===== src/rtl/urr_pkg.sv =====
package urr_pkg;

    localparam int HORIZON_STEPS   = 10;
    localparam int STEP_W          = 4;
    localparam int POSE_W          = 24;
    localparam int SPEED_W         = 16;
    localparam int TURN_W          = 16;
    localparam int CFG_ADDR_W      = 3;
    localparam int TRIG_W          = 34;
    localparam int ANG_W           = 20;
    localparam int WRAP_W          = 26;
    localparam int MUL_A_W         = 34;
    localparam int MUL_B_W         = 31;
    localparam int PROD_W          = MUL_A_W + MUL_B_W;
    localparam int VT_W            = 30;
    localparam int RND_W           = 26;
    localparam int SUM_W           = 27;
    localparam int CORDIC_ITERS    = 16;
    localparam int ITER_W          = 4;
    localparam int WRAP_STEPS      = 7;
    localparam int WRAP_K_W        = 3;

    localparam int TENTH_Q16       = 6554;
    localparam int PI_Q16          = 205887;
    localparam int HALF_PI_Q16     = 102944;
    localparam int TWO_PI_Q16      = 411775;
    localparam int CORDIC_GAIN_Q30 = 652032874;

    localparam int SHIFT_DISP      = 41;
    localparam int SHIFT_HEAD      = 14;
    localparam int SHIFT_ERR       = 16;

    localparam logic signed [SUM_W-1:0] WRAP_BIAS = SUM_W'(PI_Q16 + 64 * TWO_PI_Q16);
    localparam logic signed [SUM_W-1:0] SAT_HI    = SUM_W'(8388607);
    localparam logic signed [SUM_W-1:0] SAT_LO    = -SUM_W'(8388608);

    typedef logic signed [POSE_W-1:0] pose_t;
    typedef logic signed [TRIG_W-1:0] trig_t;
    typedef logic signed [PROD_W-1:0] prod_t;
    typedef logic signed [ANG_W-1:0]  ang_t;

    typedef enum logic [CFG_ADDR_W-1:0] {
        REG_START_X       = 3'd0,
        REG_START_Y       = 3'd1,
        REG_START_HEADING = 3'd2,
        REG_GOAL_X        = 3'd3,
        REG_GOAL_Y        = 3'd4,
        REG_GOAL_HEADING  = 3'd5
    } cfg_reg_t;

    typedef struct packed {
        logic  start;
        pose_t angle;
    } cordic_req_t;

    typedef struct packed {
        logic  done;
        trig_t cos_val;
        trig_t sin_val;
    } cordic_rsp_t;

    function automatic ang_t atan_q16(input logic [ITER_W-1:0] i);
        ang_t r;
        case (i)
            4'd0:    r = ANG_W'(51472);
            4'd1:    r = ANG_W'(30386);
            4'd2:    r = ANG_W'(16055);
            4'd3:    r = ANG_W'(8150);
            4'd4:    r = ANG_W'(4091);
            4'd5:    r = ANG_W'(2047);
            4'd6:    r = ANG_W'(1024);
            4'd7:    r = ANG_W'(512);
            4'd8:    r = ANG_W'(256);
            4'd9:    r = ANG_W'(128);
            4'd10:   r = ANG_W'(64);
            4'd11:   r = ANG_W'(32);
            4'd12:   r = ANG_W'(16);
            4'd13:   r = ANG_W'(8);
            4'd14:   r = ANG_W'(4);
            default: r = ANG_W'(2);
        endcase
        return r;
    endfunction

    function automatic logic signed [RND_W-1:0] round_shift(input prod_t p,
                                                           input int unsigned s);
        prod_t r;
        r = (p + (prod_t'(1) <<< (s - 1))) >>> s;
        return r[RND_W-1:0];
    endfunction

    function automatic pose_t sat24(input logic signed [SUM_W-1:0] v);
        pose_t r;
        if (v > SAT_HI) begin
            r = SAT_HI[POSE_W-1:0];
        end else if (v < SAT_LO) begin
            r = SAT_LO[POSE_W-1:0];
        end else begin
            r = v[POSE_W-1:0];
        end
        return r;
    endfunction

endpackage


===== src/rtl/urr_mul.sv =====
module urr_mul (
    input  logic                                aclk,
    input  logic                                en,
    input  logic signed [urr_pkg::MUL_A_W-1:0]  op_a,
    input  logic signed [urr_pkg::MUL_B_W-1:0]  op_b,
    output urr_pkg::prod_t                      prod
);

    urr_pkg::prod_t prod_reg;

    always_ff @(posedge aclk) begin
        if (en) begin
            prod_reg <= op_a * op_b;
        end
    end

    assign prod = prod_reg;

endmodule


===== config.mk =====
export PLATFORM = sky130hd
export DESIGN_NAME = urr_mul
export DESIGN_NICKNAME = d
export VERILOG_FILES = /design/src/rtl/urr_pkg.sv /design/src/rtl/urr_mul.sv
export SDC_FILE = /design/constraint.sdc
export NUM_CORES = 2
export LEC_CHECK = 0
export ABC_AREA = 1
export BUFFER_PORTS_ARGS = -buffer_cell sky130_fd_sc_hd__buf_2
export CORE_ASPECT_RATIO = 1.2
export CORE_UTILIZATION = 55
export CTS_CLUSTER_DIAMETER = 100
export DETAILED_ROUTE_END_ITERATION = 7
export PLACE_DENSITY_LB_ADDON = 0.2
export SLEW_MARGIN = 20
export SYNTH_ARGS = -nofsm -noshare
export SYNTH_HDL_FRONTEND = slang
export SYNTH_SLANG_ARGS = --single-unit

===== constraint.sdc =====
create_clock -name aclk -period 9.84 [get_ports aclk]
set_input_delay 0.984 -clock aclk [delete_from_list [all_inputs] [get_ports aclk]]
set_output_delay 0.984 -clock aclk [all_outputs]
set_load 0.03 [all_outputs]

==> results.py <==
metrics = {
    "global_routing": {
        "grt_pass1_vias": 35300,
        "overflow": 0,
        "antenna_found_initial": 3,
        "grt_max_degree": 66,
        "grt_usage_pct": 33.0,
        "grt_pass1_wl_um": 192000,
    },
    "cts": {
        "cts_buffers": 9,
        "clock-root-buffer": "clkbuf_16",
        "htreeDepth": 3,
        "ctsHoldBuffers": 0,
        "clk_path_buf_depth": 2,
        "cts_tree": "done",
        "post_cts.repair.setup_buffers": 0,
        "cts-resized-gates": 0,
        "clk_pin_slew_worst_paths_ns": 0.06,
        "cts.sink_count": 65,
    },
    "routing": {
        "routed_wl_um": 119000,
        "route.detailed.drc": 0,
        "via_count": 31900,
        "drtIter0Drc": 2195,
        "routed_via_density": 5.15,
        "wire_per_inst_um": 19.2,
        "first_pass_iters": 6,
        "ant_nets": 0,
    },
    "job": {
        "drv_cap": 0,
    },
    "floorplan": {
        "start_util_pct": 55.7,
        "io_pins": 132,
        "core_um2": 75000,
        "fp.dieW_um": 254,
        "die_area_um2": 77000,
        "row_count": 110,
        "die_h_um": 304,
    },
    "worst_setup_path": {
        "cpPeakStageDelay_ns": 0.87,
        "cp_top_family": "adder cells",
        "end_kind": "register",
        "arrival_ns": 8.64,
        "worstPathRequired_ns": 9.94,
        "crit_buf_inv": 6,
        "path_cells": "buf_2 -> nand2_1 -> fa_1 -> fa_1 -> inv_1 -> fa_1 -> fa_1 -> inv_1 -> fa_1 -> inv_1 -> fa_1 -> inv_1 -> fa_1 -> fa_1 -> inv_1 -> ha_1 -> a21oi_1 -> a21boi_0 -> nand2_1 -> a31oi_1 -> nand3_1 -> nand2_1 -> nand2_1",
        "crit_slowest_cell": "fa_1",
        "critPathKind": "input pin to register",
        "cpMostUsedCell": "fa_1",
        "crit_path_start_kind": "input pin",
        "path_max_fanout": 34,
    },
    "sta": {
        "rsz0062_at_grt": "false",
        "min_period_ns": 8.53,
        "slew_headroom_pct": 31.3,
        "setup_viol": 0,
        "hold_viol_final": 0,
        "drv_slew": 0,
        "finalSetupTns_ns": 0,
        "max_freq_mhz": 117,
        "worstMarginPinSlew_ns": 1.03,
        "period_share_pct": 86.7,
    },
    "layout": {
        "drive_gt1_share_pct": 4.41,
        "largest_reg_flops": 65,
        "final_nets": 6544,
        "area.growth.synth_to_final_pct": 3.82,
    },
    "logic_synthesis": {
        "yosysWarnings": 0,
        "ys_top_cells_by_area": "fa_1 (53%), inv_1 (16%), nand2_1 (13%)",
        "synth_area_um2": 41800,
        "synth-compound-area-share_pct": 1.73,
        "avgSynthCellArea_um2": 7.97,
        "ys_ff_latch": 65,
        "synth_top_family_by_area": "adder cells",
        "synthCells": 5236,
        "synth.distinct_cells": 32,
        "synth_top_area_share_pct": 53.0,
        "synthAdderAreaFrac_pct": 58.6,
        "yosys.area_share.simple_pct": 16.3,
        "ys_seq_area_share_pct": 4.67,
        "synth_mux_area_share_pct": 0,
        "synthXorXnorAreaFrac_pct": 0.797,
        "synth_area_leader_cell": "fa_1",
        "syn-num-nets": 6596,
    },
    "min_path": {
        "hold_path_class": "input pin to register",
    },
    "outcome": {
        "outcome": "finished clean",
    },
    "placement": {
        "globalplace.congestion": 0.973,
        "dp.final_hpwl_um": 97900,
        "port_buffers": 131,
    },
}
-- Yosys cell counts (all sizes together) --
cell / number
edfxtp: 65
clkbuf: 198
o21ai: 37
xnor2: 6
nor2: 160
a21oi: 72
ha: 188
o21bai: 15
fa: 1105
nor3: 9
nor4: 2
nand3: 71
inv: 1764
nand4: 25
xor2: 32
nand2: 1442
a21boi: 3
a31oi: 1
or2: 6
nand3b: 4
a21o: 3
and2: 1
buf: 27
-- final timing paths --
path	from	to	slack [ns]	cells after the start
hold / removal	en	prod[10]$_DFFE_PP_	1.40	2
setup / recovery	op_b[7]	prod[56]$_DFFE_PP_	1.31	23
-- cell type report --
type	count	area, µm²
diodes	1	2.50
clock buffers	10	229
clock inverters	6	58.8
fillers	7029	31700
inverters	1764	6620
multi-input cells	3182	32300
flip-flops and latches	65	1950
well taps	1008	1260
repair buffers	162	888
-- cells in the final DEF, fill, tap and decap left out, types with 3 or more instances in the layout --
| master | netlist | routed |
|---|---|---|
| a21boi_0 | 3 | 3 |
| nor3_1 | 7 | 7 |
| clkbuf_16 | 0 | 9 |
| nand3b_1 | 4 | 4 |
| buf_2 | 0 | 131 |
| nand4_1 | 25 | 25 |
| a21oi_2 | 3 | 3 |
| nand3_1 | 62 | 62 |
| o21ai_1 | 4 | 4 |
| nor2_2 | 19 | 19 |
| xnor2_1 | 6 | 6 |
| nand3_2 | 8 | 8 |
| o21bai_1 | 15 | 15 |
| a21oi_1 | 69 | 69 |
| xor2_1 | 32 | 32 |
| o21ai_0 | 33 | 33 |
| inv_1 | 1764 | 1763 |
| a21o_1 | 3 | 3 |
| fa_1 | 1105 | 1105 |
| or2_2 | 5 | 5 |
| nor2_1 | 141 | 141 |
| ha_1 | 188 | 188 |
| nand2_2 | 14 | 14 |
| buf_4 | 0 | 31 |
| nand2_1 | 1428 | 1428 |
| edfxtp_1 | 65 | 65 |
-- cell families after synthesis --
family | count (synthesis)
buffers and inverters | 1989
AO/OA/AOI/OAI | 131
flip-flops | 65
XOR/XNOR | 38
AND/OR/NAND/NOR | 1720
adder cells (fa/ha/maj) | 1293
-- per-stage QoR --
stage               cell area, µm²  setup WS [ns]  std cells  util (%)  hold WS (ns)
global placement             43100           1.11       6181      57.4          1.46
finish                       43300           1.31       6198      57.8          1.40
global route                 43300          0.805       6198      57.8          1.42
floorplan                    41800           1.96       5236         -          1.10
CTS                          43300           1.31       6197      57.8          1.41
detailed placement           43100          0.952       6181      57.4          1.46
-- routing by layer --
metal	wire, µm	track usage (%)
met5	8	0
met4	6790	15.8
met3	7000	3.29
met2	61200	59.1
met1	44000	39.5
Power is left out: the tool's default activity adds up to more than one toggle a clock period on the data nets, which glitch-free logic cannot reach.
