[config.mk]
export PLATFORM = sky130hd
export DESIGN_NAME = urr_cordic
export DESIGN_NICKNAME = d
export VERILOG_FILES = /design/src/rtl/urr_pkg.sv /design/src/rtl/urr_cordic.sv
export SDC_FILE = /design/constraint.sdc
export NUM_CORES = 1
export LEC_CHECK = 0
export ABC_AREA = 1
export BUFFER_PORTS_ARGS = -buffer_cell sky130_fd_sc_hd__buf_2
export CAP_MARGIN = 25
export CORE_UTILIZATION = 65
export CTS_CLUSTER_DIAMETER = 100
export DETAILED_ROUTE_END_ITERATION = 8
export PLACE_DENSITY_LB_ADDON = 0.2
export SYNTH_ARGS = -nofsm -noshare
export SYNTH_HDL_FRONTEND = slang
export SYNTH_SLANG_ARGS = --single-unit
export TNS_END_PERCENT = 5
[constraint.sdc]
create_clock -name aclk -period 5.6 [get_ports aclk]
set_input_delay 1.12 -clock aclk [delete_from_list [all_inputs] [get_ports aclk]]
set_output_delay 1.12 -clock aclk [all_outputs]
set_load 0.1 [all_outputs]
[src/rtl/urr_pkg.sv]
package urr_pkg;

    localparam int HORIZON_STEPS   = 10;
    localparam int STEP_W          = 4;
    localparam int POSE_W          = 24;
    localparam int SPEED_W         = 16;
    localparam int TURN_W          = 16;
    localparam int CFG_ADDR_W      = 3;
    localparam int TRIG_W          = 34;
    localparam int ANG_W           = 20;
    localparam int WRAP_W          = 26;
    localparam int MUL_A_W         = 34;
    localparam int MUL_B_W         = 31;
    localparam int PROD_W          = MUL_A_W + MUL_B_W;
    localparam int VT_W            = 30;
    localparam int RND_W           = 26;
    localparam int SUM_W           = 27;
    localparam int CORDIC_ITERS    = 16;
    localparam int ITER_W          = 4;
    localparam int WRAP_STEPS      = 7;
    localparam int WRAP_K_W        = 3;

    localparam int TENTH_Q16       = 6554;
    localparam int PI_Q16          = 205887;
    localparam int HALF_PI_Q16     = 102944;
    localparam int TWO_PI_Q16      = 411775;
    localparam int CORDIC_GAIN_Q30 = 652032874;

    localparam int SHIFT_DISP      = 41;
    localparam int SHIFT_HEAD      = 14;
    localparam int SHIFT_ERR       = 16;

    localparam logic signed [SUM_W-1:0] WRAP_BIAS = SUM_W'(PI_Q16 + 64 * TWO_PI_Q16);
    localparam logic signed [SUM_W-1:0] SAT_HI    = SUM_W'(8388607);
    localparam logic signed [SUM_W-1:0] SAT_LO    = -SUM_W'(8388608);

    typedef logic signed [POSE_W-1:0] pose_t;
    typedef logic signed [TRIG_W-1:0] trig_t;
    typedef logic signed [PROD_W-1:0] prod_t;
    typedef logic signed [ANG_W-1:0]  ang_t;

    typedef enum logic [CFG_ADDR_W-1:0] {
        REG_START_X       = 3'd0,
        REG_START_Y       = 3'd1,
        REG_START_HEADING = 3'd2,
        REG_GOAL_X        = 3'd3,
        REG_GOAL_Y        = 3'd4,
        REG_GOAL_HEADING  = 3'd5
    } cfg_reg_t;

    typedef struct packed {
        logic  start;
        pose_t angle;
    } cordic_req_t;

    typedef struct packed {
        logic  done;
        trig_t cos_val;
        trig_t sin_val;
    } cordic_rsp_t;

    function automatic ang_t atan_q16(input logic [ITER_W-1:0] i);
        ang_t r;
        case (i)
            4'd0:    r = ANG_W'(51472);
            4'd1:    r = ANG_W'(30386);
            4'd2:    r = ANG_W'(16055);
            4'd3:    r = ANG_W'(8150);
            4'd4:    r = ANG_W'(4091);
            4'd5:    r = ANG_W'(2047);
            4'd6:    r = ANG_W'(1024);
            4'd7:    r = ANG_W'(512);
            4'd8:    r = ANG_W'(256);
            4'd9:    r = ANG_W'(128);
            4'd10:   r = ANG_W'(64);
            4'd11:   r = ANG_W'(32);
            4'd12:   r = ANG_W'(16);
            4'd13:   r = ANG_W'(8);
            4'd14:   r = ANG_W'(4);
            default: r = ANG_W'(2);
        endcase
        return r;
    endfunction

    function automatic logic signed [RND_W-1:0] round_shift(input prod_t p,
                                                           input int unsigned s);
        prod_t r;
        r = (p + (prod_t'(1) <<< (s - 1))) >>> s;
        return r[RND_W-1:0];
    endfunction

    function automatic pose_t sat24(input logic signed [SUM_W-1:0] v);
        pose_t r;
        if (v > SAT_HI) begin
            r = SAT_HI[POSE_W-1:0];
        end else if (v < SAT_LO) begin
            r = SAT_LO[POSE_W-1:0];
        end else begin
            r = v[POSE_W-1:0];
        end
        return r;
    endfunction

endpackage

[src/rtl/urr_cordic.sv]
module urr_cordic (
    input  logic                 aclk,
    input  logic                 aresetn,
    input  urr_pkg::cordic_req_t req,
    output urr_pkg::cordic_rsp_t rsp
);

    typedef enum logic [1:0] {
        C_IDLE,
        C_WRAP,
        C_FOLD,
        C_ROT
    } cstate_t;

    cstate_t                          state_reg, state_next;
    logic [urr_pkg::WRAP_W-1:0]       t_reg, t_next;
    logic [urr_pkg::WRAP_K_W-1:0]     k_reg, k_next;
    logic [urr_pkg::ITER_W-1:0]       i_reg, i_next;
    urr_pkg::trig_t                   x_reg, x_next;
    urr_pkg::trig_t                   y_reg, y_next;
    urr_pkg::ang_t                    z_reg, z_next;
    logic                             flip_reg, flip_next;
    logic                             done_reg, done_next;
    urr_pkg::trig_t                   cos_reg, cos_next;
    urr_pkg::trig_t                   sin_reg, sin_next;

    logic signed [urr_pkg::SUM_W-1:0] t_init;
    logic [urr_pkg::WRAP_W-1:0]       cand;
    logic signed [urr_pkg::SUM_W-1:0] z_wide;
    urr_pkg::ang_t                    z0;
    urr_pkg::trig_t                   xs, ys, x_rot, y_rot;
    urr_pkg::ang_t                    z_rot;

    localparam urr_pkg::ang_t PI_A   = urr_pkg::ANG_W'(urr_pkg::PI_Q16);
    localparam urr_pkg::ang_t HALF_A = urr_pkg::ANG_W'(urr_pkg::HALF_PI_Q16);

    always_comb begin
        state_next = state_reg;
        t_next     = t_reg;
        k_next     = k_reg;
        i_next     = i_reg;
        x_next     = x_reg;
        y_next     = y_reg;
        z_next     = z_reg;
        flip_next  = flip_reg;
        done_next  = 1'b0;
        cos_next   = cos_reg;
        sin_next   = sin_reg;

        t_init = urr_pkg::SUM_W'(req.angle) + urr_pkg::WRAP_BIAS;
        cand   = urr_pkg::WRAP_W'(urr_pkg::TWO_PI_Q16) << k_reg;
        z_wide = $signed({1'b0, t_reg}) - urr_pkg::SUM_W'(urr_pkg::PI_Q16);
        z0     = z_wide[urr_pkg::ANG_W-1:0];
        xs     = x_reg >>> i_reg;
        ys     = y_reg >>> i_reg;
        if (!z_reg[urr_pkg::ANG_W-1]) begin
            x_rot = x_reg - ys;
            y_rot = y_reg + xs;
            z_rot = z_reg - urr_pkg::atan_q16(i_reg);
        end else begin
            x_rot = x_reg + ys;
            y_rot = y_reg - xs;
            z_rot = z_reg + urr_pkg::atan_q16(i_reg);
        end

        unique case (state_reg)
            C_IDLE: begin
                if (req.start) begin
                    t_next     = t_init[urr_pkg::WRAP_W-1:0];
                    k_next     = urr_pkg::WRAP_K_W'(urr_pkg::WRAP_STEPS - 1);
                    state_next = C_WRAP;
                end
            end
            C_WRAP: begin
                if (t_reg >= cand) begin
                    t_next = t_reg - cand;
                end
                if (k_reg == '0) begin
                    state_next = C_FOLD;
                end else begin
                    k_next = k_reg - 1'b1;
                end
            end
            C_FOLD: begin
                if (z0 > HALF_A) begin
                    z_next    = PI_A - z0;
                    flip_next = 1'b1;
                end else if (z0 < -HALF_A) begin
                    z_next    = -PI_A - z0;
                    flip_next = 1'b1;
                end else begin
                    z_next    = z0;
                    flip_next = 1'b0;
                end
                x_next     = urr_pkg::TRIG_W'(urr_pkg::CORDIC_GAIN_Q30);
                y_next     = '0;
                i_next     = '0;
                state_next = C_ROT;
            end
            C_ROT: begin
                x_next = x_rot;
                y_next = y_rot;
                z_next = z_rot;
                if (i_reg == urr_pkg::ITER_W'(urr_pkg::CORDIC_ITERS - 1)) begin
                    cos_next   = flip_reg ? -x_rot : x_rot;
                    sin_next   = y_rot;
                    done_next  = 1'b1;
                    state_next = C_IDLE;
                end else begin
                    i_next = i_reg + 1'b1;
                end
            end
            default: state_next = C_IDLE;
        endcase
    end

    always_ff @(posedge aclk) begin
        if (!aresetn) begin
            state_reg <= C_IDLE;
            done_reg  <= 1'b0;
        end else begin
            state_reg <= state_next;
            done_reg  <= done_next;
        end
        t_reg    <= t_next;
        k_reg    <= k_next;
        i_reg    <= i_next;
        x_reg    <= x_next;
        y_reg    <= y_next;
        z_reg    <= z_next;
        flip_reg <= flip_next;
        cos_reg  <= cos_next;
        sin_reg  <= sin_next;
    end

    assign rsp.done    = done_reg;
    assign rsp.cos_val = cos_reg;
    assign rsp.sin_val = sin_reg;

endmodule

==> flow_summary.toml, run 1 <==
[worst_setup_path]
end_kind = "flip-flop"
rrSetupSlack_ns = 0.32
cp.arrival_ns = 5.60
critical_path_class = "reg2reg"
start_kind = "flip-flop"
worstPathRequired_ns = 5.92
r2r-start = "i_reg[1]"
critPathLaunch = "i_reg[1]"
path_max_fanout = 38

[floorplanning]
core_um2 = 34900
initial_core_util_pct = 66.6
rows = 68
die-area_um2 = 36500
io_pins = 96
die_height_um = 191
die_x_um = 191

[layout]
final_area_um2 = 24900
instances_no_fill = 4204
syn_to_final_growth_pct = 7.24
num-fill-cells = 2995
nNetsFinal = 3900
antenna_cells = 0
drive_gt1_share_pct = 6.75

[drt]
drt-initial-drc-count = 2599
viasPerCell = 5.93
wl_per_cell_um = 16.8
dr_total_vias = 24900
drt-total-wl_um = 70800
dr.pass1.iters = 7
antenna_left = 0
drc = 0

[min_path]
hold_start = "state_reg[1]"
hp-class = "reg2reg"

[placed_design]
port_buffers = 95
gp_congestion = 1.11
dpl_cell_area_um2 = 24000
post-place-ws_ns = 0.232
place_inst = 4156
dp_hpwl_um = 54800

[cts]
numCtsBuffers = 26
ctsHtreeMaxLevel = 1
post_cts_resized = 0
root_buffer = "clkbuf_16"
cts_hold_buf = 0
cts_tree = "yes"
post_cts_buffers = 0
cts_sinks = 209
clockBufferDepth = 3
clkLatencyLatePin_ns = 0.56
clk_pin_slew_worst_paths_ns = 0.06

[synthesis]
synth-edff-count = 190
ys_seq_area_share_pct = 26.2
synth_fa_ha_area_share_pct = 7.89
synthTopCellsByArea = "edfxtp_1, nand2_1, nand3_1"
synthArstFlopShare_pct = 0
synth_most_common_cell = "nand2_1"
syn_avg_cell_area_um2 = 6.31
synth_compound_area_share_pct = 11.1
ys.flop_type = "edfxtp_1"
synth_top_family_by_area = "simple AND/OR/NAND/NOR gates"
syn_inst = 3682
ys_top_cells_by_count = "nand2_1, inv_1, nand3_1, nor2_1, edfxtp_1"
yosys.area_share.simple_pct = 38.9
synth_top_area_share_pct = 24.6
synthesis.area_um2 = 23200
muxShareOfSynthArea_pct = 0.0916
ys_ff_latch = 209
yosysUniqueCellTypes = 59
synth_xor_area_share_pct = 5.91
yosysWarnings = 0
syn_nets = 3853
synth_top_area_cell = "edfxtp_1"

[grt]
gr-total-overflow = 0
grt_max_degree = 72
grt_pass1_vias = 23400
grt_pass1_wl_um = 114000
track_usage_pct = 38.5
antenna_found_initial = 0

[sta]
drv_slew = 0
max_freq_mhz = 189
hold_viol = 0
setup_ws_ns = 0.321
clock_skew_ns = 0.0166
period_minus_slack_ns = 5.28
maxSlewHeadroom_pct = 34.5
fin_crit_sh_pct = 94.3
whs_ns = 0.574
tightest_slew_ns = 0.983
setup_viol = 0

[run]
cap_violations = 0

[run_status]
status = "complete, no violations"
## final timing paths
| check | endpoint | cells past startpoint |
|---|---|---|
| worst max-delay path | y_reg[31] | 26 |
| worst max register to register | y_reg[31] | 26 |
| worst min-delay path | state_reg[1] | 2 |
| worst min register to register | state_reg[1] | 2 |
## worst max-delay path, stage by stage (launching register included)
cell      delay, ns
edfxtp_1       0.48
inv_6          0.28
buf_4          0.32
nand3_1        0.16
nand3_1        0.16
nand3_1        0.10
nand2_1        0.16
ha_1           0.27
nand3_1        0.20
inv_2          0.10
nand2_2        0.11
inv_2          0.08
nand4_2        0.13
nand2_1        0.14
o21ai_1        0.11
xor2_1         0.18
ha_1           0.41
nand2_1        0.13
nor2_1         0.21
inv_1          0.09
o21ai_1        0.32
a21oi_1        0.11
nand2_1        0.15
a21oi_1        0.12
o21ai_0        0.23
xor2_1         0.13
and2_1         0.15
## metal layers
| layer | part of all wire (%) | wire, um | track usage, % |
|---|---|---|---|
| met5 | 0 | 0 | 0 |
| met4 | 4.4 | 3080 | 15.3 |
| met3 | 8.6 | 6080 | 5.73 |
| met2 | 46 | 32400 | 64.7 |
| met1 | 41 | 29200 | 49.3 |
## per-stage QoR
step                       TNS, ns  util [%]
after detailed placement         0      68.7
after floorplan                  0         -
after global placement           0      68.7
final                            0      71.4
after CTS                        0      71.3
after global routing      -0.00721      71.4
## final cells by class
| class | instances | area, um^2 | share of cell area (%) |
|---|---|---|---|
| multi-input cells | 2904 | 14900 | 59.7 |
| flip-flops and latches | 209 | 6090 | 24.4 |
| well taps | 455 | 569 | 2.29 |
| inverters | 468 | 1770 | 7.11 |
| clock buffers | 32 | 757 | 3.04 |
| clock inverters | 16 | 141 | 0.568 |
| repair buffers | 120 | 703 | 2.82 |
## layout by cell type (no fill, tap or decap), types with 8 or more instances in the layout
master	netlist	final
nand3_1	441	441
o211ai_1	22	22
dfxtp_1	19	19
nor3_1	47	46
nand2_2	17	17
or2_2	8	8
nor2_2	13	17
nand4_1	53	53
inv_2	9	9
buf_2	27	95
a21oi_1	165	165
xnor2_1	34	34
o21a_1	13	13
xor2_1	119	119
edfxtp_1	190	190
nand3b_1	10	10
clkbuf_16	0	29
o21ai_0	165	162
o21ai_1	26	29
inv_1	458	455
buf_4	13	21
a21o_1	13	13
a31oi_1	21	20
ha_1	140	140
nor2_1	345	340
nand2_1	1180	1179
## cells by family after synthesis
family,Yosys count
flip-flops,209
AO/OA/AOI/OAI,462
adder cells (fa/ha/maj),144
XOR/XNOR,155
AND/OR/NAND/NOR,2141
buffers and inverters,569
multiplexers,2
Power of run 1 is left out: the tool's default activity adds up to more than one toggle a clock period on the data nets, which glitch-free logic cannot reach.
==> run 2, diff against run 1 <==
Settings changed: BUFFER_PORTS_ARGS -buffer_cell sky130_fd_sc_hd__buf_2 to default, DONT_BUFFER_PORTS from default to 1.
==> flow_summary.toml, run 2 (synthesis gave the netlist of run 1 again) <==
[grt]
grt_max_degree = 69
grt_use_met2_pct = 64.6
gr-total-overflow = 0
grt_pass1_vias = 23100
track_usage_pct = 39.1
grt_pass1_wl_um = 115000
antenna_found_initial = 0
grt-busiest-layer = "met2"
met3_usage_pct = 5.49
grtUsageMet1_pct = 50.8

[worst_setup_path]
start_kind = "flip-flop"
critPathMaxStageDelay_ns = 0.51
cp.arrival_ns = 5.73
critical_path_class = "reg2reg"
worstPathRequired_ns = 5.93
end_kind = "flip-flop"
cp_common_cell = "nand2_1"
rrSetupSlack_ns = 0.20
path_max_fanout = 43
slowest_stage = "edfxtp_1"

[cts]
ctsHtreeMaxLevel = 1
clk_pin_slew_worst_paths_ns = 0.06
clockBufferDepth = 3
clkLatencyLatePin_ns = 0.58
cts_tree = "yes"
numCtsBuffers = 26
cts_sinks = 209
root_buffer = "clkbuf_16"
cts_hold_buf = 0

[placed_design]
dp_hpwl_um = 56000
port_buffers = 0
gp_congestion = 1.02
dpl_cell_area_um2 = 23500

[run_status]
status = "complete, no violations"

[sta]
fin_crit_sh_pct = 96.4
maxSlewHeadroom_pct = 33.6
setup_viol = 0
grt_setup_unrepaired = "yes"
clock_skew_ns = 0.0274
tightest_slew_ns = 0.996
period_minus_slack_ns = 5.40
hold_viol = 0
max_freq_mhz = 185
drv_slew = 0

[floorplanning]
die_height_um = 191
core_um2 = 34900
io_pins = 96
initial_core_util_pct = 66.6
die_x_um = 191
rows = 68
die-area_um2 = 36500

[drt]
viasPerCell = 6.08
wl_per_cell_um = 17.7
dr_total_vias = 25000
drt-initial-drc-count = 2861
drt-total-wl_um = 72900
drc = 0
antenna_left = 0
dr.pass1.iters = 6

[layout]
nNetsFinal = 3805
num-fill-cells = 2992
layout_commonest_cell = "nand2_1"
final_area_um2 = 24400
antenna_cells = 0
layout_common_cells = "nand2_1, inv_1, nand3_1"
drive_gt1_share_pct = 4.13
syn_to_final_growth_pct = 5.15

[min_path]
hp-class = "reg2reg"

[run]
cap_violations = 0
-- run 2: per-stage QoR --
step	hold slack (ns)	util [%]	setup WS (ns)	std cells	TNS, ns
2_1_floorplan	0.512	-	0.524	3682	0
3_3_place_gp	0.526	67.4	0.336	4061	0
3_5_place_dp	0.561	67.4	0.203	4061	0
4_1_cts	0.568	69.9	0.0890	4109	0
5_1_grt	0.602	70.0	-0.0459	4109	-0.110
6_report	0.565	70.0	0.200	4109	0
-- run 2: repair_timing --
item,CTS,global route
endpoints found under the hold margin,0,0
gates resized for setup,0,22
setup buffers,0,0
setup endpoints to repair,0,46
-- run 2: final timing paths --
path                start           end  depth (start not counted)
max reg2reg      i_reg[0]   cos_reg[26]                         28
max              i_reg[0]   cos_reg[26]                         28
min reg2reg  state_reg[1]  state_reg[1]                          2
min          state_reg[1]  state_reg[1]                          2
-- run 2: layer usage --
metal	vias to the layer above	share of wire (%)
met2	1435	45
met4	0	4.6
met1	11300	41
met5	-	0
li1	12000	-
met3	244	8.9
-- run 2: critical path: cells and delay by family, from the launching register on --
kind	cells	cell delay, ns
AOI/OAI and AO/OA	1	0.49
DFF	1	0.51
adders and majority gates	2	0.73
buffers and inverters	6	0.73
xor gates and xnor gates	1	0.16
and+or+nand+nor	18	2.49
-- run 2: layout make-up --
type | count | area, um^2 | share of cell area [%]
Multi-Input combinational cell | 2904 | 14900 | 60.9
Timing Repair Buffer | 25 | 275 | 1.13
Sequential cell | 209 | 6090 | 24.9
Clock inverter | 18 | 174 | 0.712
Clock buffer | 30 | 686 | 2.81
Tap cell | 455 | 569 | 2.33
Inverter | 468 | 1770 | 7.24
Power of run 2 is left out for the same reason.
